**config.mk**
```make
export PLATFORM = sky130hd
export DESIGN_NAME = base64_codec_unit
export DESIGN_NICKNAME = d
export VERILOG_FILES = /design/src/hw/rtl/b64_pkg.sv /design/src/hw/rtl/base64_codec_unit.sv /design/src/hw/rtl/b64_front.sv /design/src/hw/rtl/b64_queue.sv /design/src/hw/rtl/b64_back.sv
export SDC_FILE = /design/constraint.sdc
export NUM_CORES = 1
export LEC_CHECK = 0
export BUFFER_PORTS_ARGS = -buffer_cell sky130_fd_sc_hd__buf_4
export CORE_MARGIN = 2
export CORE_UTILIZATION = 60
export DETAILED_ROUTE_END_ITERATION = 7
export GPL_TIMING_DRIVEN = 1
export PLACE_DENSITY = 0.8
export SLEW_MARGIN = 15
export SYNTH_ARGS = -nofsm -noshare
export SYNTH_HDL_FRONTEND = slang
export SYNTH_HIERARCHICAL = 1
export SYNTH_SLANG_ARGS = --single-unit
```
**constraint.sdc**
```tcl
create_clock -name clk_i -period 4.7 [get_ports clk_i]
set_input_delay 0.235 -clock clk_i [delete_from_list [all_inputs] [get_ports clk_i]]
set_output_delay 0.235 -clock clk_i [all_outputs]
set_load 0.03 [all_outputs]
```
**src/hw/rtl/b64_pkg.sv**
```systemverilog
// ----------------------------------------------------------------------------
// b64_pkg
// Shared types, constants and alphabet functions of the base64 codec.
// ----------------------------------------------------------------------------
package b64_pkg;

  // Register and character constants
  localparam logic        ModeEncode = 1'b0;
  localparam logic        ModeDecode = 1'b1;
  localparam logic [7:0]  PadChar    = 8'h3D;   // '='
  localparam int unsigned QueueDepth = 2;

  // Kind of a queued job
  typedef enum logic [1:0] {
    KIND_ENC,
    KIND_DEC,
    KIND_ERR
  } job_kind_e;

  // One group handed from the front end to the back end
  typedef struct packed {
    job_kind_e   kind;
    logic [23:0] bits;   // group, first item in the high bits
    logic [2:0]  cnt;    // encode: non-pad chars, decode: bytes
    logic        last;
  } job_t;

  // Sextet to alphabet character
  function automatic logic [7:0] enc_char(input logic [5:0] s);
    logic [7:0] c;
    if (s < 6'd26) begin
      c = 8'h41 + {2'b00, s};
    end else if (s < 6'd52) begin
      c = 8'h61 + {2'b00, s} - 8'd26;
    end else if (s < 6'd62) begin
      c = 8'h30 + {2'b00, s} - 8'd52;
    end else if (s == 6'd62) begin
      c = 8'h2B;
    end else begin
      c = 8'h2F;
    end
    return c;
  endfunction

  // Character to sextet; anything outside the alphabet gives zero
  function automatic logic [5:0] dec_sextet(input logic [7:0] c);
    logic [7:0] v;
    if (c >= 8'h41 && c <= 8'h5A) begin
      v = c - 8'h41;
    end else if (c >= 8'h61 && c <= 8'h7A) begin
      v = c - 8'h61 + 8'd26;
    end else if (c >= 8'h30 && c <= 8'h39) begin
      v = c - 8'h30 + 8'd52;
    end else if (c == 8'h2B) begin
      v = 8'd62;
    end else if (c == 8'h2F) begin
      v = 8'd63;
    end else begin
      v = 8'd0;
    end
    return v[5:0];
  endfunction

endpackage

```
**src/hw/rtl/base64_codec_unit.sv**
```systemverilog
// ----------------------------------------------------------------------------
// base64_codec_unit
// Streaming base64 encoder/decoder with a one-bit mode register.
// ----------------------------------------------------------------------------
// Usage: write mode (0 encode, 1 decode) over the cfg channel while the block
// is idle; a write discards any partial group. The input side takes one word
// per cycle while the job queue has room and queues one job per completed
// or last group. The output side emits one word per cycle from the head job
// while the receiver is ready: four characters per encoded group (three
// input words), up to three bytes per decoded group (four input words), so
// sustained throughput is set by the output stage when encoding and by the
// input side when decoding. A decode message whose length is not a
// multiple of four ends in a single word with tuser (error) set and data zero.
module base64_codec_unit #(
  parameter int unsigned QueueDepth = b64_pkg::QueueDepth
) (
  input  logic       clk_i,
  input  logic       rst_ni,
  // configuration write
  input  logic       cfg_valid_i,
  output logic       cfg_ready_o,
  input  logic       cfg_data_i,      // mode
  // input stream
  input  logic       s_axis_tvalid_i,
  output logic       s_axis_tready_o,
  input  logic [7:0] s_axis_tdata_i,  // [7:0] data_byte
  input  logic       s_axis_tlast_i,  // last_byte
  // output stream
  output logic       m_axis_tvalid_o,
  input  logic       m_axis_tready_i,
  output logic [7:0] m_axis_tdata_o,  // [7:0] out_byte
  output logic       m_axis_tlast_o,  // out_last
  output logic       m_axis_tuser_o   // [0] error
);

  logic          q_push, q_pop, q_full, q_empty;
  b64_pkg::job_t q_in, q_out;

  assign cfg_ready_o = 1'b1;

  b64_front u_front (
    .clk_i       (clk_i),
    .rst_ni      (rst_ni),
    .cfg_valid_i (cfg_valid_i),
    .cfg_data_i  (cfg_data_i),
    .in_valid_i  (s_axis_tvalid_i),
    .in_byte_i   (s_axis_tdata_i),
    .in_last_i   (s_axis_tlast_i),
    .in_ready_o  (s_axis_tready_o),
    .q_full_i    (q_full),
    .q_push_o    (q_push),
    .q_job_o     (q_in)
  );

  b64_queue #(
    .Depth (QueueDepth)
  ) u_queue (
    .clk_i   (clk_i),
    .rst_ni  (rst_ni),
    .push_i  (q_push),
    .job_i   (q_in),
    .pop_i   (q_pop),
    .job_o   (q_out),
    .full_o  (q_full),
    .empty_o (q_empty)
  );

  b64_back u_back (
    .clk_i       (clk_i),
    .rst_ni      (rst_ni),
    .job_i       (q_out),
    .empty_i     (q_empty),
    .pop_o       (q_pop),
    .out_valid_o (m_axis_tvalid_o),
    .out_ready_i (m_axis_tready_i),
    .out_byte_o  (m_axis_tdata_o),
    .out_last_o  (m_axis_tlast_o),
    .out_err_o   (m_axis_tuser_o)
  );

endmodule

```
**src/hw/rtl/b64_front.sv**
```systemverilog
// ----------------------------------------------------------------------------
// b64_front
// Input side: holds the mode register, gathers groups and queues a job per
// completed or last group (an error job for a short decode tail).
// ----------------------------------------------------------------------------
module b64_front (
  input  logic              clk_i,
  input  logic              rst_ni,
  input  logic              cfg_valid_i,
  input  logic              cfg_data_i,
  input  logic              in_valid_i,
  input  logic [7:0]        in_byte_i,
  input  logic              in_last_i,
  output logic              in_ready_o,
  input  logic              q_full_i,
  output logic              q_push_o,
  output b64_pkg::job_t     q_job_o
);

  logic        mode_q;
  logic [23:0] bits_q, bits_d;
  logic [1:0]  count_q, count_d;
  logic [1:0]  pads_q, pads_d;
  logic        accept;
  logic [2:0]  n;
  logic [5:0]  sextet;
  logic        is_pad;
  logic [1:0]  pads_new;
  logic [23:0] bits_new;
  logic [1:0]  pad_drop;

  assign in_ready_o = !q_full_i;
  assign accept     = in_valid_i && !q_full_i;
  assign n          = {1'b0, count_q} + 3'd1;
  assign is_pad     = (in_byte_i == b64_pkg::PadChar);
  assign sextet     = is_pad ? 6'd0 : b64_pkg::dec_sextet(in_byte_i);

  // Group gathering and job building
  always_comb begin
    pads_new = pads_q;
    pad_drop = 2'd0;
    bits_new = bits_q;
    bits_d   = bits_q;
    count_d  = count_q;
    pads_d   = pads_q;
    q_push_o = 1'b0;
    q_job_o  = '{kind: b64_pkg::KIND_ENC, bits: bits_q, cnt: 3'd0, last: in_last_i};
    if (mode_q == b64_pkg::ModeEncode) begin
      unique case (count_q)
        2'd0:    bits_new = bits_q | {in_byte_i, 16'h0000};
        2'd1:    bits_new = bits_q | {8'h00, in_byte_i, 8'h00};
        default: bits_new = bits_q | {16'h0000, in_byte_i};
      endcase
      q_job_o.kind = b64_pkg::KIND_ENC;
      q_job_o.bits = bits_new;
      q_job_o.cnt  = n + 3'd1;
      if (accept) begin
        if (n == 3'd3 || in_last_i) begin
          q_push_o = 1'b1;
          bits_d   = '0;
          count_d  = '0;
          pads_d   = '0;
        end else begin
          bits_d  = bits_new;
          count_d = n[1:0];
        end
      end
    end else begin
      unique case (count_q)
        2'd0: bits_new = bits_q | {sextet, 18'h00000};
        2'd1: bits_new = bits_q | {6'h00, sextet, 12'h000};
        2'd2: bits_new = bits_q | {12'h000, sextet, 6'h00};
        default: bits_new = bits_q | {18'h00000, sextet};
      endcase
      if (is_pad && count_q == 2'd2) pads_new[0] = 1'b1;
      if (is_pad && count_q == 2'd3) pads_new[1] = 1'b1;
      pad_drop = {1'b0, pads_new[0]} + {1'b0, pads_new[1]};
      q_job_o.bits = bits_new;
      if (n == 3'd4) begin
        q_job_o.kind = b64_pkg::KIND_DEC;
        q_job_o.cnt  = in_last_i ? 3'd3 - {1'b0, pad_drop} : 3'd3;
      end else begin
        q_job_o.kind = b64_pkg::KIND_ERR;
        q_job_o.cnt  = 3'd1;
      end
      if (accept) begin
        if (n == 3'd4 || in_last_i) begin
          q_push_o = 1'b1;
          bits_d   = '0;
          count_d  = '0;
          pads_d   = '0;
        end else begin
          bits_d  = bits_new;
          count_d = n[1:0];
          pads_d  = pads_new;
        end
      end
    end
  end

  // Mode register and group state; a mode write drops any partial group
  always_ff @(posedge clk_i or negedge rst_ni) begin
    if (!rst_ni) begin
      mode_q  <= b64_pkg::ModeEncode;
      bits_q  <= '0;
      count_q <= '0;
      pads_q  <= '0;
    end else if (cfg_valid_i) begin
      mode_q  <= cfg_data_i;
      bits_q  <= '0;
      count_q <= '0;
      pads_q  <= '0;
    end else begin
      bits_q  <= bits_d;
      count_q <= count_d;
      pads_q  <= pads_d;
    end
  end

endmodule

```
**src/hw/rtl/b64_queue.sv**
```systemverilog
// ----------------------------------------------------------------------------
// b64_queue
// Short job queue between the front end and the back end.
// ----------------------------------------------------------------------------
module b64_queue #(
  parameter int unsigned Depth = b64_pkg::QueueDepth
) (
  input  logic          clk_i,
  input  logic          rst_ni,
  input  logic          push_i,
  input  b64_pkg::job_t job_i,
  input  logic          pop_i,
  output b64_pkg::job_t job_o,
  output logic          full_o,
  output logic          empty_o
);

  localparam int unsigned PtrW = (Depth > 1) ? $clog2(Depth) : 1;
  localparam int unsigned CntW = $clog2(Depth + 1);
  localparam logic [PtrW-1:0] PtrLast = PtrW'(Depth - 1);
  localparam logic [CntW-1:0] CntFull = CntW'(Depth);

  b64_pkg::job_t   mem_q [Depth];
  logic [PtrW-1:0] wr_q, rd_q;
  logic [CntW-1:0] cnt_q;
  logic            do_push, do_pop;

  assign full_o  = (cnt_q == CntFull);
  assign empty_o = (cnt_q == '0);
  assign do_push = push_i && !full_o;
  assign do_pop  = pop_i && !empty_o;
  assign job_o   = mem_q[rd_q];

  // Storage
  always_ff @(posedge clk_i) begin
    if (do_push) begin
      mem_q[wr_q] <= job_i;
    end
  end

  // Pointers and fill count
  always_ff @(posedge clk_i or negedge rst_ni) begin
    if (!rst_ni) begin
      wr_q  <= '0;
      rd_q  <= '0;
      cnt_q <= '0;
    end else begin
      if (do_push) wr_q <= (wr_q == PtrLast) ? '0 : wr_q + 1'b1;
      if (do_pop)  rd_q <= (rd_q == PtrLast) ? '0 : rd_q + 1'b1;
      if (do_push && !do_pop) cnt_q <= cnt_q + 1'b1;
      else if (do_pop && !do_push) cnt_q <= cnt_q - 1'b1;
    end
  end

endmodule

```
**src/hw/rtl/b64_back.sv**
```systemverilog
// ----------------------------------------------------------------------------
// b64_back
// Output side: walks the head job one result per cycle into the output
// register while that register is free or being taken.
// ----------------------------------------------------------------------------
module b64_back (
  input  logic          clk_i,
  input  logic          rst_ni,
  input  b64_pkg::job_t job_i,
  input  logic          empty_i,
  output logic          pop_o,
  output logic          out_valid_o,
  input  logic          out_ready_i,
  output logic [7:0]    out_byte_o,
  output logic          out_last_o,
  output logic          out_err_o
);

  logic [1:0] idx_q, idx_d;
  logic [2:0] n_res;
  logic       load, final_res;
  logic [5:0] sextet;
  logic [7:0] byte_d;
  logic       valid_q;
  logic [7:0] byte_q;
  logic       last_q, err_q;

  // Result count of the head job
  always_comb begin
    unique case (job_i.kind)
      b64_pkg::KIND_ENC: n_res = 3'd4;
      b64_pkg::KIND_DEC: n_res = job_i.cnt;
      default:           n_res = 3'd1;
    endcase
  end

  assign load      = (!valid_q || out_ready_i) && !empty_i;
  assign final_res = ({1'b0, idx_q} == n_res - 3'd1);
  assign pop_o     = load && final_res;
  assign idx_d     = final_res ? 2'd0 : idx_q + 2'd1;

  // Result value for the current index
  always_comb begin
    unique case (idx_q)
      2'd0:    sextet = job_i.bits[23:18];
      2'd1:    sextet = job_i.bits[17:12];
      2'd2:    sextet = job_i.bits[11:6];
      default: sextet = job_i.bits[5:0];
    endcase
    unique case (job_i.kind)
      b64_pkg::KIND_ENC: begin
        byte_d = ({1'b0, idx_q} < job_i.cnt) ? b64_pkg::enc_char(sextet)
                                             : b64_pkg::PadChar;
      end
      b64_pkg::KIND_DEC: begin
        unique case (idx_q)
          2'd0:    byte_d = job_i.bits[23:16];
          2'd1:    byte_d = job_i.bits[15:8];
          default: byte_d = job_i.bits[7:0];
        endcase
      end
      default: byte_d = 8'h00;
    endcase
  end

  // Output register
  always_ff @(posedge clk_i or negedge rst_ni) begin
    if (!rst_ni) begin
      valid_q <= 1'b0;
      idx_q   <= '0;
    end else begin
      if (load) begin
        valid_q <= 1'b1;
        idx_q   <= idx_d;
      end else if (out_ready_i) begin
        valid_q <= 1'b0;
      end
    end
  end

  always_ff @(posedge clk_i) begin
    if (load) begin
      byte_q <= byte_d;
      last_q <= job_i.last && final_res;
      err_q  <= (job_i.kind == b64_pkg::KIND_ERR);
    end
  end

  assign out_valid_o = valid_q;
  assign out_byte_o  = byte_q;
  assign out_last_o  = last_q;
  assign out_err_o   = err_q;

endmodule
```
* Word-level counts from Yosys, hierarchy flattened
Memory sizes are Yosys's and may differ from the RTL's.
Index checks and enable logic that the tools add are counted.
** Word-level totals
- Flip-flop bits (word level) :: 46
- Memory bits (writable) :: 60
- Input bits :: 15
- Output and inout port bits :: 13
- Word-level logic and storage cells :: 152
- Memories :: 1
** Memory list
- u_queue.mem_q :: words 2, width 30, rd ports 1, clocked after Yosys merged registers in 0, wr ports 1, line b64_queue.sv:23 : b64_pkg::job_t mem_q [Depth];
** Cells by class
- Add/subtract/negate cells :: 20
- Order comparisons :: 10
- Equal/unequal tests :: 15
- Muxes and demuxes :: 57
- Bitwise operators :: 7
- Reduce and logical (&&, ||, !) cells :: 30
** Operators with widths (number)
- two-way mux 24 bit :: 6
- one-hot mux 24 bit (3 select lines) :: 1
- bitwise OR 24 bit :: 2
- one-hot mux 24 bit (2 select lines) :: 1
- two-way mux 6 bit :: 6
- two-way mux 2 bit :: 16
- two-way mux 8 bit :: 4
- one-hot mux 8 bit (2 select lines) :: 2
- two-way mux 29 bit :: 1
- equality test 8 x 6 -> 1 bit, second input constant :: 3
- bitwise OR 24 x 12 -> 24 bit :: 1
- bitwise OR 24 x 16 -> 24 bit :: 1
- bitwise OR 24 x 18 -> 24 bit :: 1
- bitwise OR 24 x 6 -> 24 bit :: 1
- bitwise OR 24 x 8 -> 24 bit :: 1
- one-hot mux 6 bit (3 select lines) :: 1
- adder 7 x 6 -> 8 bit, first input constant :: 2
- >= comparator 8 x 7 -> 1 bit, second input constant :: 2
- less-or-equal comparator 8 x 7 -> 1 bit, second input constant :: 2
- two-way mux 1 bit :: 15
- logical AND 1 bit :: 13
- < comparator 6 bit, second input constant :: 2
- subtractor 6 bit, second input constant :: 2
- equality test 2 bit, second input constant :: 5
- 31 further kinds :: 48

* Longest topological paths before layout
Gate-level depths: netlist of run 1.
- Depth after elaboration :: 13
- Depth in mapped cells :: 14
- Depth with buffers taken out :: 12

* Cells and area by module
Netlist of run 1, hierarchy kept.
** Modules (own cells, without submodules)
- b64_front :: times used 1, cells an instance 361, area each 2787.7 µm², seq. area each 725.7 µm²
- b64_queue :: times used 1, cells an instance 112, area each 2481.1 µm², seq. area each 1901.8 µm²
- b64_back :: times used 1, cells an instance 161, area each 1293.7 µm², seq. area each 375.4 µm²
- base64_codec_unit :: times used 1, cells an instance 2, area each 11.3 µm², seq. area each 0.0 µm²

* Least setup slack after synthesis of run 1
OpenSTA, ideal clock, no wires.
- Path type :: register to register
- From :: register u_front.count_q[0]
- To :: memory u_queue/mem_q[0][0] (netlist name), enable pin
- Library setup time :: 0.417 ns
- Arrival time :: 2.709 ns
- Required time :: 4.283 ns
- Setup slack :: 1.574 ns
- Stages on the path, launching flop included :: 9
- Path buffers :: 1
- Period minus slack after synthesis :: 3.126 ns
- Path through :: dfrtp_1 ha_1 clkbuf_1 nand2_1 inv_1 nor2_1 nor2_1 nand2_2 nor2_1
** Between the ends
- Longest elaborated chain between the ends :: 9
- Elaborated cells between the ends (all ways) :: 13
- Classes of those cells :: 1 x add/sub; 2 x eq/ne; 7 x mux; 3 x reduce/logical
** Ends and longest elaborated chain
- from (decl) :: line b64_front.sv:22 : logic [1:0] count_q, count_d;
- from (signal assigned) :: line b64_front.sv:115 : count_q <= count_d;
- adder 2 x 1 -> 3 bit (*) :: line b64_front.sv:34 : assign n = {1'b0, count_q} + 3'd1;
- equality test 3 x 2 -> 1 bit or equality test 3 bit (tied branches) :: line b64_front.sv:58, b64_front.sv:87
- logical OR 1 bit (on tied branches) :: line b64_front.sv:58, b64_front.sv:87
- two-way mux 1 bit (on tied branches) :: line b64_front.sv:58, b64_front.sv:87
- two-way mux 1 bit (on tied branches) :: line b64_front.sv:57, b64_front.sv:86
- two-way mux 1 bit (*) :: line b64_front.sv:48 : if (mode_q == b64_pkg::ModeEncode) begin
- via q_push :: line base64_codec_unit.sv:36 : logic q_push, q_pop, q_full, q_empty;
- logical AND 1 bit (*) :: line b64_queue.sv:30 : assign do_push = push_i && !full_o;
- two-way mux 1 bit (*) :: line b64_queue.sv:36 : if (do_push) begin
- two-way mux 1 bit (not written as such) (*) :: line b64_queue.sv:37 : mem_q[wr_q] <= job_i;
- to (decl) :: line b64_queue.sv:23
Mark *: on every way through the listed nets, which the timed path passes. The rest lies on a longest branch.

* Worst setup path in the final report of run 1
- From :: register u_front.mode_q
- To :: register u_front.bits_q[22]
** Between the ends
- Longest elaborated chain between the ends :: 2
** Ends and longest elaborated chain
- from (decl) :: line b64_front.sv:20 : logic mode_q;
- from (signal assigned) :: line b64_front.sv:104 : mode_q <= b64_pkg::ModeEncode;
- from (signal assigned) :: line b64_front.sv:109 : mode_q <= cfg_data_i;
- two-way mux 24 bit :: line b64_front.sv:48
- two-way mux 24 bit :: line b64_front.sv:108 : end else if (cfg_valid_i) begin
- to (signal assigned) :: line b64_front.sv:114 : bits_q <= bits_d;
- to (decl) :: line b64_front.sv:21 : logic [23:0] bits_q, bits_d;
No other way between the ends.
A chain may end at the register's enable or synchronous reset.

==> out/qor.yml, run 1 <==
sta:
  hold_ws_ns: 0.103
  fmax_ghz: 0.312
  setup_ws_ns: 1.49
  rsz0062_at_grt: "false"
  max_slew.worst_pin.slew_ns: 1.03
  post-route-period-util: 0.683
  setup_viol: 0
  finalSetupTns_ns: 0
  fin_skew_ns: 0.0139
  slew_violations: 0
  period_minus_slack_ns: 3.21
  hold_viol_final: 0
  maxSlewHeadroom: 0.315
drt:
  drc_errors: 0
  dr.first_iter.drc_count: 599
  antenna_left: 0
  wl_per_cell_um: 20.5
  drt_wl_total_um: 16100
  viasPerCell: 6.61
  dr.pass1.iters: 5
  vias: 5187
synthesis:
  seq_area_frac_synth: 0.457
  yosysWarnings: 6
  avgSynthCellArea_um2: 10.3
  yosysTopAreaCell: "edfxtp_1"
  synth-edff-count: 70
  syn_nets: 676
  netlist_area_mm2: 0.00657
  synth.most_common_cell: "edfxtp_1"
  synthTopCellsByCount: "edfxtp_1 (70), a21oi_1 (56), nand2_1 (56)"
  synthCells: 636
  synth_top_area_share: 0.320
  synthArstFlopShare: 0.340
  synth_area_leaders: "edfxtp_1 (32%), dfrtp_1 (14%), mux2_4 (6.6%)"
  ys_types: 79
  ys_ff_latch: 106
  synthFlopType: "edfxtp_1"
flow_run:
  drv_cap: 0
place:
  place_ws_ns: 1.63
  gp_congestion: 1.02
  dpl_cell_area_mm2: 0.00678
  dp_hpwl_um: 11800
  port_buffers: 26
worst_setup_path:
  worstRegToRegCells: 5
  worst_path_largest_cell_delay_ns: 0.90
  setup.worst_path.start: "u_front/mode_q"
  slowest_stage: "dfrtp_1"
  cp-end-kind: "flop"
  path_max_fanout: 27
  r2r-end: "u_front/bits_q[22]"
  reg2reg_from: "u_front/mode_q"
  worstSetupStartpointType: "flop"
  worstPathRequired_ns: 4.98
  criticalPathCategory: "flop to flop"
  rrSetupSlack_ns: 1.49
  worstPathArrival_ns: 3.49
  crit_chain: "inv_1, or3_1, nor3_1, nand3_1, o21ai_0"
power:
  peakVddDrop_uv: 318
  power.total_w: 0.00367
  p_per_area_mw_per_mm2: 527
  power_leakage_nw: 2.71
cells_and_area:
  final_area_mm2: 0.00697
  layout-drive-gt1-share: 0.147
  num_antenna_cells: 0
  nFillCells: 893
  nets: 680
  synthToLayoutAreaGrowth_pct: 6.03
floorplanning:
  rows: 38
  io_pins: 28
  die_h_um: 109
  coreArea_mm2: 0.0107
  die_area_mm2: 0.0118
  start_util: 0.612
  die-width_um: 109
outcome:
  outcome: "completed"
global_route:
  grt_max_degree: 37
  grt.total_usage: 0.289
  antenna_found_initial: 0
  grt-ovfl-total: 0
  grt_pass1_vias: 4991
  grt_pass1_wl_um: 26100
clocking:
  htree_levels: 3
  cts_tree: "yes"
  cts.sink_count: 106
  clkLatencyLatePin_ns: 0.37
  ctsHoldBuffers: 1
  cts_resized: 0
  cts_made_buffers: 9
  root_buffer: "clkbuf_8"
  clkTransAtPathRegs_ns: 0.10
  postCtsSetupBuffers: 0
  clock_path_buffers: 2
hold_path:
  holdPathEnd: "u_front/mode_q"
  holdCritStartpoint: "cfg_data_i"
  holdPathStages: 3
  hold_path_class: "input pin to flop"
==> worst max-delay path: cells and delay by family (launching register included) <==
| family | cells | cell delay, ns |
|---|---|---|
| AO/OA/AOI/OAI | 1 | 0.22 |
| buffers and inverters | 1 | 0.59 |
| flip-flops | 1 | 0.90 |
| AND/OR/NAND/NOR | 3 | 1.41 |
==> worst max path at each step <==
stage,end
2_1_floorplan,u_queue/mem_q[0][0]
3_3_place_gp,u_back/out_byte_o[0]
3_5_place_dp,u_back/out_byte_o[0]
4_1_cts,u_back/out_byte_o[0]
5_1_grt,u_front/bits_q[16]
6_report,u_front/bits_q[22]
==> power breakdown <==
group / switching [W] / internal, W / leakage [nW]
Sequential: 0.0000986 / 0.00120 / 1.13
Clock: 0.000312 / 0.000199 / 0.0908
Combinational: 0.00115 / 0.000709 / 1.49
==> routing by layer <==
| layer | GRT usage | wire length [µm] | vias up |
|---|---|---|---|
| li1 | - | - | 2398 |
| met1 | 0.369 | 6680 | 2482 |
| met2 | 0.466 | 7660 | 252 |
| met3 | 0.0442 | 920 | 55 |
| met4 | 0.172 | 846 | 0 |
| met5 | 0 | 0 | - |
==> cells by family after synthesis <==
logic type | count (synthesis) | share of synthesized area
xor+xnor | 15 | 0.0200
compound gates | 214 | 0.227
mux | 33 | 0.0731
other cells | 1 | 0.000570
fa+ha+maj | 25 | 0.0476
flops | 106 | 0.457
simple gates | 169 | 0.124
buf+inv | 73 | 0.0510
==> area by class of cell <==
class	count	area [µm²]	area share
multi-input cells	457	3240	0.465
flip-flops and latches	106	3000	0.431
repair buffers	32	243	0.0348
well taps	140	175	0.0251
clock buffers	10	128	0.0183
inverters	34	128	0.0183
clock inverters	6	55.1	0.00790
==> metrics by stage <==
stage | std cells | util
floorplan | 636 | -
global placement | 768 | 0.631
detailed placement | 768 | 0.631
CTS | 785 | 0.649
global route | 785 | 0.649
finish | 785 | 0.649
==> placed cells by master (no fill, tap or decap), types with 20 or more instances in the layout <==
cell type	instances
mux2_4	29
ha_1	25
buf_4	31
inv_1	33
nor2_1	38
nand3_1	20
a21oi_1	56
nand2_1	56
dfrtp_1	35
edfxtp_1	70
o21ai_0	26
==> flip-flops by register name, indices dropped and copies added (netlist names), 2 cells and up <==
signal / flops
u_back/idx_q: 2
u_back/out_byte_o: 8
u_queue/cnt_q: 2
u_front/pads_q: 2
u_queue/mem_q: 60
u_front/count_q: 2
u_front/bits_q: 24
Note: power is estimated with default switching activity, not from simulation.
==> run 2, diff against run 1 <==
--- a/config.mk
+++ b/config.mk
@@ -7,10 +7,10 @@
 export LEC_CHECK = 0
 export BUFFER_PORTS_ARGS = -buffer_cell sky130_fd_sc_hd__buf_4
 export CORE_MARGIN = 2
-export CORE_UTILIZATION = 60
+export CORE_UTILIZATION = 56
 export DETAILED_ROUTE_END_ITERATION = 7
 export GPL_TIMING_DRIVEN = 1
-export PLACE_DENSITY = 0.8
+export PLACE_DENSITY = 0.78
 export SLEW_MARGIN = 15
 export SYNTH_ARGS = -nofsm -noshare
 export SYNTH_HDL_FRONTEND = slang
==> constraint.sdc (replaced) <==
create_clock -name clk_i -period 2.7 [get_ports clk_i]
set_input_delay 0.135 -clock clk_i [delete_from_list [all_inputs] [get_ports clk_i]]
set_output_delay 0.135 -clock clk_i [all_outputs]
set_load 0.03 [all_outputs]
==> run 2 against run 1 <==
  * Worst setup slack worse by 1.4 ns
  * Critical path depth up 4
  * Sequential cell count unchanged
  * Sequential share of layout area down 3.0 points
  * Die area up 6.9%
  * Register-to-register slack worse by 1.4 ns
  * Critical path type unchanged
  * Worst hold slack worse by 0.058 ns
  * Combinational power up 96%
  * Fmax up 21%
  * Via count up 6.2%
  * Cell count up 5.4%
  * Critical endpoint is now u_back/out_byte_o[2]
  * Non-clock buffer count up 39
==> out/qor.yml, run 2 (same netlist as run 1, synthesis figures left out) <==
worst_setup_path:
  crit_chain: "buf_12, mux2_4, a222oi_1, buf_4, nand2_1, o21ai_0, nor3_1, o311a_1, o31a_1"
  worst_path_largest_cell_delay_ns: 0.44  # -0.46 ns
  path_buf_inv: 2  # +1
  worstPathRequired_ns: 2.80  # -2.18 ns
  path_max_fanout: 24  # -11%
  path_delay_family: "compound AO/OA/AOI/OAI gates"
  worstSetupStartpointType: "flop"
  cp-end-kind: "flop"
  worstPathArrival_ns: 2.74  # -0.75 ns
  reg2reg_from: "u_queue/rd_q"
  criticalPathCategory: "flop to flop"
  setup.worst_path.start: "u_queue/rd_q"
  slowest_stage: "dfrtp_2"
drt:
  wl_per_cell_um: 20.7  # +0.75%
  dr.first_iter.drc_count: 661  # +10%
  drt_wl_total_um: 17100  # +6.1%
  viasPerCell: 6.66  # +0.83%
  dr.pass1.iters: 5  # unchanged
  antenna_left: 0  # unchanged
  drc_errors: 0  # unchanged
  vias: 5510  # +6.2%
power:
  combPwrFrac: 0.500  # -0.006
  power_leakage_nw: 2.99  # +10%
  peakVddDrop_uv: 862  # +170%
  p_seq_frac: 0.310  # -0.045
  p_per_area_mw_per_mm2: 970  # +84%
  power_switching_w: 0.00287  # +84%
  swShare: 0.394  # -0.0304
  p_clk_frac: 0.190  # +0.051
  intPower_w: 0.00440  # +110%
place:
  dp_hpwl_um: 12200  # +3.3%
  gp_congestion: 0.970  # -4.7%
  port_buffers: 26  # unchanged
  dpl_cell_area_mm2: 0.00711  # +4.9%
  place_inst: 806  # +4.9%
global_route:
  grt_max_degree: 37  # unchanged
  grt_pass1_vias: 5282  # +5.8%
  grt_pass1_wl_um: 27000  # +3.3%
  grt-ovfl-total: 0  # unchanged
  grt.total_usage: 0.270  # -0.0191
  antenna_found_initial: 0  # unchanged
sta:
  hold_viol_final: 0  # unchanged
  post-route-period-util: 0.979  # +0.296
  max_slew.worst_pin.slew_ns: 0.684  # -0.341 ns
  setup_viol: 0  # unchanged
  rsz0062_at_grt: "true"
  period_minus_slack_ns: 2.64  # -0.565 ns
  slew_violations: 0  # unchanged
  fin_skew_ns: 0.00650  # -0.00738 ns
  maxSlewHeadroom: 0.543  # +0.228
  hold_ws_ns: 0.0449  # -0.0577 ns
  fmax_ghz: 0.378  # +21%
clocking:
  cts.sink_count: 106  # unchanged
  cts_made_buffers: 9  # unchanged
  clkTransAtPathRegs_ns: 0.07  # -0.03 ns
  root_buffer: "clkbuf_16"
  clock_path_buffers: 2  # unchanged
  cts_tree: "yes"
  clkLatencyLatePin_ns: 0.34  # -0.03 ns
  htree_levels: 3  # unchanged
cells_and_area:
  final_cells: 827  # +5.4%
  synthToLayoutAreaGrowth_pct: 14.0
  num_antenna_cells: 0  # unchanged
  largest-register: "u_queue/mem_q"
  layout-drive-gt1-share: 0.211  # +0.0632
  seqCellArea_mm2: 0.00300  # unchanged
  largest_register_ffs: 60  # unchanged
  nFillCells: 850  # -4.8%
  final_core_util: 0.656  # +0.00778
  final_area_mm2: 0.00750  # +7.5%
  nets: 719  # +5.7%
  layout_commonest_cell: "edfxtp_1"
  multi_input_area_mm2: 0.00328  # +1.3%
  final_cell_mix: "edfxtp_1 (70), buf_4 (66), nand2_1 (56)"
floorplanning:
  die_area_mm2: 0.0126  # +6.9%
  rows: 39  # +2.6%
  io_pins: 28  # unchanged
  die_h_um: 112  # +3.4%
  start_util: 0.576  # -0.0361
  coreArea_mm2: 0.0114  # +6.3%
  die-width_um: 112  # +3.4%
outcome:
  outcome: "completed"
flow_run:
  drv_cap: 0  # unchanged
hold_path:
  holdCritStartpoint: "s_axis_tlast_i"
  hold_path_class: "input pin to flop"
## run 2: final cells by class
class                   count  share of cell area
repair buffers             71              0.0768
clock inverters             3             0.00334
flip-flops and latches    106               0.401
inverters                  34              0.0170
multi-input cells         457               0.438
clock buffers              13              0.0406
well taps                 143              0.0239
## run 2: path summary, 6_finish.rpt
path | end | slack (ns) | cells past startpoint
max in group asynchronous | u_queue/rd_q | 2.01 | 2
setup reg to reg | u_back/out_byte_o[2] | 0.06 | 9
min in group asynchronous | u_front/bits_q[6] | 0.31 | 2
hold / removal | u_queue/mem_q[0][0] | 0.04 | 1
hold reg to reg | u_queue/wr_q | 0.53 | 1
setup / recovery | u_back/out_byte_o[2] | 0.06 | 9
## run 2: what timing repair did
item / 4_1_cts / 5_1_grt
pin swaps: 0 / 5
hold buffers: 2 / 0
resized for setup: 1 / 7
setup endpoints to repair: 1 / 5
setup buffers: 0 / 3
hold endpoints to repair: 37 / 0
## run 2: metrics by stage
stage | worst slack (ns) | power [W] | setup TNS [ns]
finish | 0.0561 | 0.00727 | 0
global route | -0.0584 | 0.00765 | -0.0923
CTS | 0.0162 | 0.00716 | 0
detailed placement | 0.00371 | 0.00574 | 0
global placement | 0.0953 | 0.00563 | 0
floorplan | -0.0939 | 0.00478 | -0.0939
## run 2: worst register-to-register path, stage by stage, from the launching register on
cell,delay (ns)
dfrtp_2,0.44
buf_12,0.23
mux2_4,0.34
a222oi_1,0.32
buf_4,0.18
nand2_1,0.06
o21ai_0,0.14
nor3_1,0.11
o311a_1,0.30
o31a_1,0.28
## run 2: power by group through the flow
stage	clock network (W)	registers (W)	logic [W]
after floorplan	0	0.00241	0.00236
after global placement	0	0.00227	0.00336
after detailed placement	0	0.00229	0.00346
after CTS	0.00141	0.00226	0.00350
after global routing	0.00147	0.00228	0.00389
final	0.00138	0.00226	0.00364
## run 2: routing by layer
metal / track usage / up-vias / part of all wire
met5: 0 / - / 0
met4: 0.134 / 0 / 0.052
met3: 0.0443 / 81 / 0.082
met2: 0.458 / 339 / 0.48
met1: 0.335 / 2619 / 0.38
li1: - / 2471 / -
==> run 3, diff against run 2 <==
--- a/config.mk
+++ b/config.mk
@@ -7,12 +7,12 @@
 export LEC_CHECK = 0
 export BUFFER_PORTS_ARGS = -buffer_cell sky130_fd_sc_hd__buf_4
 export CORE_MARGIN = 2
-export CORE_UTILIZATION = 56
+export CORE_UTILIZATION = 51
+export CTS_CLUSTER_DIAMETER = 120
 export DETAILED_ROUTE_END_ITERATION = 7
 export GPL_TIMING_DRIVEN = 1
-export PLACE_DENSITY = 0.78
+export PLACE_DENSITY = 0.73
 export SLEW_MARGIN = 15
 export SYNTH_ARGS = -nofsm -noshare
 export SYNTH_HDL_FRONTEND = slang
-export SYNTH_HIERARCHICAL = 1
 export SYNTH_SLANG_ARGS = --single-unit
==> run 3 against run 2 <==
  * The flow now finishes with violations (negative setup slack)
  * Synthesized cell count is 2.5% higher
  * Sequential share of layout area decreased by 3.2 points
  * Clock skew up 0.0011 ns
  * Utilization fell by 1.1 points
  * Largest cell class unchanged
  * Highest routed layer unchanged
  * Register-to-register slack got worse by 0.29 ns
==> out/qor.yml, run 3 <==
outcome:
  outcome: "finished with violations"
  violations: "negative setup slack"
worst_setup_path:
  worstSetupStartpointType: "flop"
  worst_path_largest_cell_delay_ns: 0.45  # about the same
  cp-end-kind: "flop"
  crit_chain: "buf_12, buf_4, mux2_4, a21oi_2, a32oi_4, inv_1, ha_4, nand2_4, a211oi_4, a211o_2, a21o_2, nand3_1, a31o_1"
  path_max_fanout: 7  # -71%
  worstPathArrival_ns: 3.05  # +0.31 ns
  worstPathRequired_ns: 2.81  # about the same
  criticalPathCategory: "flop to flop"
  path_delay_family: "compound AO/OA/AOI/OAI gates"
  path_buf_inv: 3  # +1
  slowest_stage: "dfrtp_2"
place:
  place_inst: 890  # +10%
  place_ws_ns: -0.272  # -0.275 ns
  gp_congestion: 0.952  # -1.8%
  dp_hpwl_um: 12700  # +4.7%
  port_buffers: 26  # unchanged
sta:
  maxSlewHeadroom: 0.563  # +0.0199
  hold_viol_final: 0  # unchanged
  period_minus_slack_ns: 2.94  # +0.295 ns
  max_slew.worst_pin.slew_ns: 0.653  # -0.0310 ns
  slew_violations: 0  # unchanged
  rsz0062_at_grt: "true"
  post-route-period-util: 1.09  # +0.109
  fin_skew_ns: 0.00762  # +0.00112 ns
  setup_ws_ns: -0.239  # -0.295 ns
  setup_viol: 9  # +9
  fmax_ghz: 0.340  # -10%
cells_and_area:
  layout-drive-gt1-share: 0.275  # +0.0649
  nFillCells: 1016  # +20%
  final_cell_mix: "buf_4 (108), edfxtp_1 (70), nand2_1 (60)"
  synthToLayoutAreaGrowth_pct: 23.3
  nets: 789  # +9.7%
  layout_commonest_cell: "buf_4"
  final_cells: 920  # +11%
  largest-register: "u_queue.mem_q"
  num_antenna_cells: 0  # unchanged
  largest_register_ffs: 60  # unchanged
synthesis:
  avgSynthCellArea_um2: 10.1  # -2.1%
  synthTopCellsByCount: "edfxtp_1 (70), nand2_1 (62), a21oi_1 (49)"
  ys_ff_latch: 106  # unchanged
  yosysTopAreaCell: "edfxtp_1"
  syn_nets: 698  # +3.3%
  ys_types: 76  # -3.8%
  synth_top_area_share: 0.318  # -0.00127
  synthCells: 652  # +2.5%
  yosysWarnings: 0  # -6
  seq_area_frac_synth: 0.455  # -0.00182
  synthArstFlopShare: 0.340  # unchanged
  netlist_area_mm2: 0.00660  # +0.40%
  synth_area_leaders: "edfxtp_1 (32%), dfrtp_1 (14%), ha_1 (5.9%)"
  synth.most_common_cell: "edfxtp_1"
  synthFlopType: "edfxtp_1"
  synth-edff-count: 70  # unchanged
clocking:
  root_buffer: "clkbuf_16"
  clock_path_buffers: 2  # unchanged
  clkTransAtPathRegs_ns: 0.07  # about the same
  htree_levels: 3  # unchanged
  cts.sink_count: 106  # unchanged
  cts_tree: "yes"
  clkLatencyLatePin_ns: 0.35  # about the same
  cts_made_buffers: 9  # unchanged
global_route:
  grt_pass1_wl_um: 28200  # +4.6%
  grt-ovfl-total: 0  # unchanged
  grt.total_usage: 0.259  # -0.0112
  grt_max_degree: 44  # +19%
  antenna_found_initial: 0  # unchanged
  grt_pass1_vias: 5487  # +3.9%
power:
  p_per_area_mw_per_mm2: 1130  # +17%
  power_leakage_nw: 3.23  # +8.2%
  peakVddDrop_uv: 614  # -29%
drt:
  dr.first_iter.drc_count: 656  # -0.76%
  wl_per_cell_um: 19.4  # -6.1%
  viasPerCell: 6.07  # -8.9%
  antenna_left: 0  # unchanged
  dr.pass1.iters: 5  # unchanged
  drt_wl_total_um: 17900  # +4.4%
  drc_errors: 0  # unchanged
  vias: 5583  # +1.3%
floorplanning:
  die-width_um: 118  # +4.8%
  coreArea_mm2: 0.0126  # +11%
  die_h_um: 118  # +4.8%
  start_util: 0.523  # -0.0527
  io_pins: 28  # unchanged
  die_area_mm2: 0.0139  # +9.9%
  rows: 41  # +5.1%
hold_path:
  hold_path_class: "input pin to flop"
flow_run:
  drv_cap: 0  # unchanged
run 3: final cells by class:
| type | count | area [µm²] | area share |
|---|---|---|---|
| multi-input combinational | 481 | 3510 | 0.432 |
| sequential | 106 | 3000 | 0.369 |
| timing repair buffer | 119 | 977 | 0.120 |
| clock buffer | 11 | 264 | 0.0324 |
| tap | 172 | 215 | 0.0264 |
| inverter | 26 | 100 | 0.0123 |
| clock inverter | 5 | 66.3 | 0.00815 |
run 3: repair_timing:
item                                    in CTS  in global routing
hold buffers                                 1                  0
setup buffers                                5                  7
gates resized for setup                     33                 11
endpoints found under the hold margin       36                  0
cloned                                       2                  0
pin swaps                                   13                 12
endpoints found under the setup margin       9                 11
run 3: metal layers:
metal	up-vias	global-route usage	part of all wire
li1	2618	-	-
met1	2660	0.341	0.42
met2	249	0.414	0.48
met3	56	0.0470	0.060
met4	0	0.123	0.042
met5	-	0	0
run 3: cells by family after synthesis:
family / synth area share
AOI/OAI and AO/OA: 0.210
xor gates and xnor gates: 0.0252
adders and majority gates: 0.0588
buffers and inverters: 0.0483
DFF: 0.455
muxes: 0.0620
other: 0.000568
and+or+nand+nor: 0.140
run 3: where the power goes:
| group | total [W] | switching, W | internal [W] |
|---|---|---|---|
| registers | 0.00223 | 0.000135 | 0.00210 |
| clock network | 0.00142 | 0.000606 | 0.000812 |
| logic | 0.00556 | 0.00296 | 0.00260 |
| total | 0.00921 | 0.00370 | 0.00551 |
run 3: through the flow:
| stage | hold slack [ns] | util | TNS [ns] | cell area (µm²) | total power, W |
|---|---|---|---|---|---|
| global placement | 0.135 | 0.593 | -1.63 | 7490 | 0.00684 |
| CTS | 0.00571 | 0.636 | -1.20 | 8030 | 0.00884 |
| global route | 0.00376 | 0.645 | -2.41 | 8140 | 0.00970 |
| detailed placement | 0.137 | 0.593 | -1.82 | 7490 | 0.00688 |
| finish | 0.0126 | 0.645 | -1.34 | 8140 | 0.00921 |
| floorplan | -0.161 | - | -0.522 | 6680 | 0.00519 |
run 3: worst paths after layout:
check                      slack, ns  cells past startpoint                from              endpoint
max in group asynchronous       2.05                      2              rst_ni          u_queue.rd_q
hold reg to reg                 0.50                      2  u_back.out_valid_o    u_back.out_valid_o
min in group asynchronous       0.28                      2              rst_ni    u_front.bits_q[23]
setup / recovery               -0.24                     13        u_queue.rd_q  u_back.out_byte_o[4]
hold / removal                  0.01                      2          cfg_data_i        u_front.mode_q
setup reg to reg               -0.24                     13        u_queue.rd_q  u_back.out_byte_o[4]
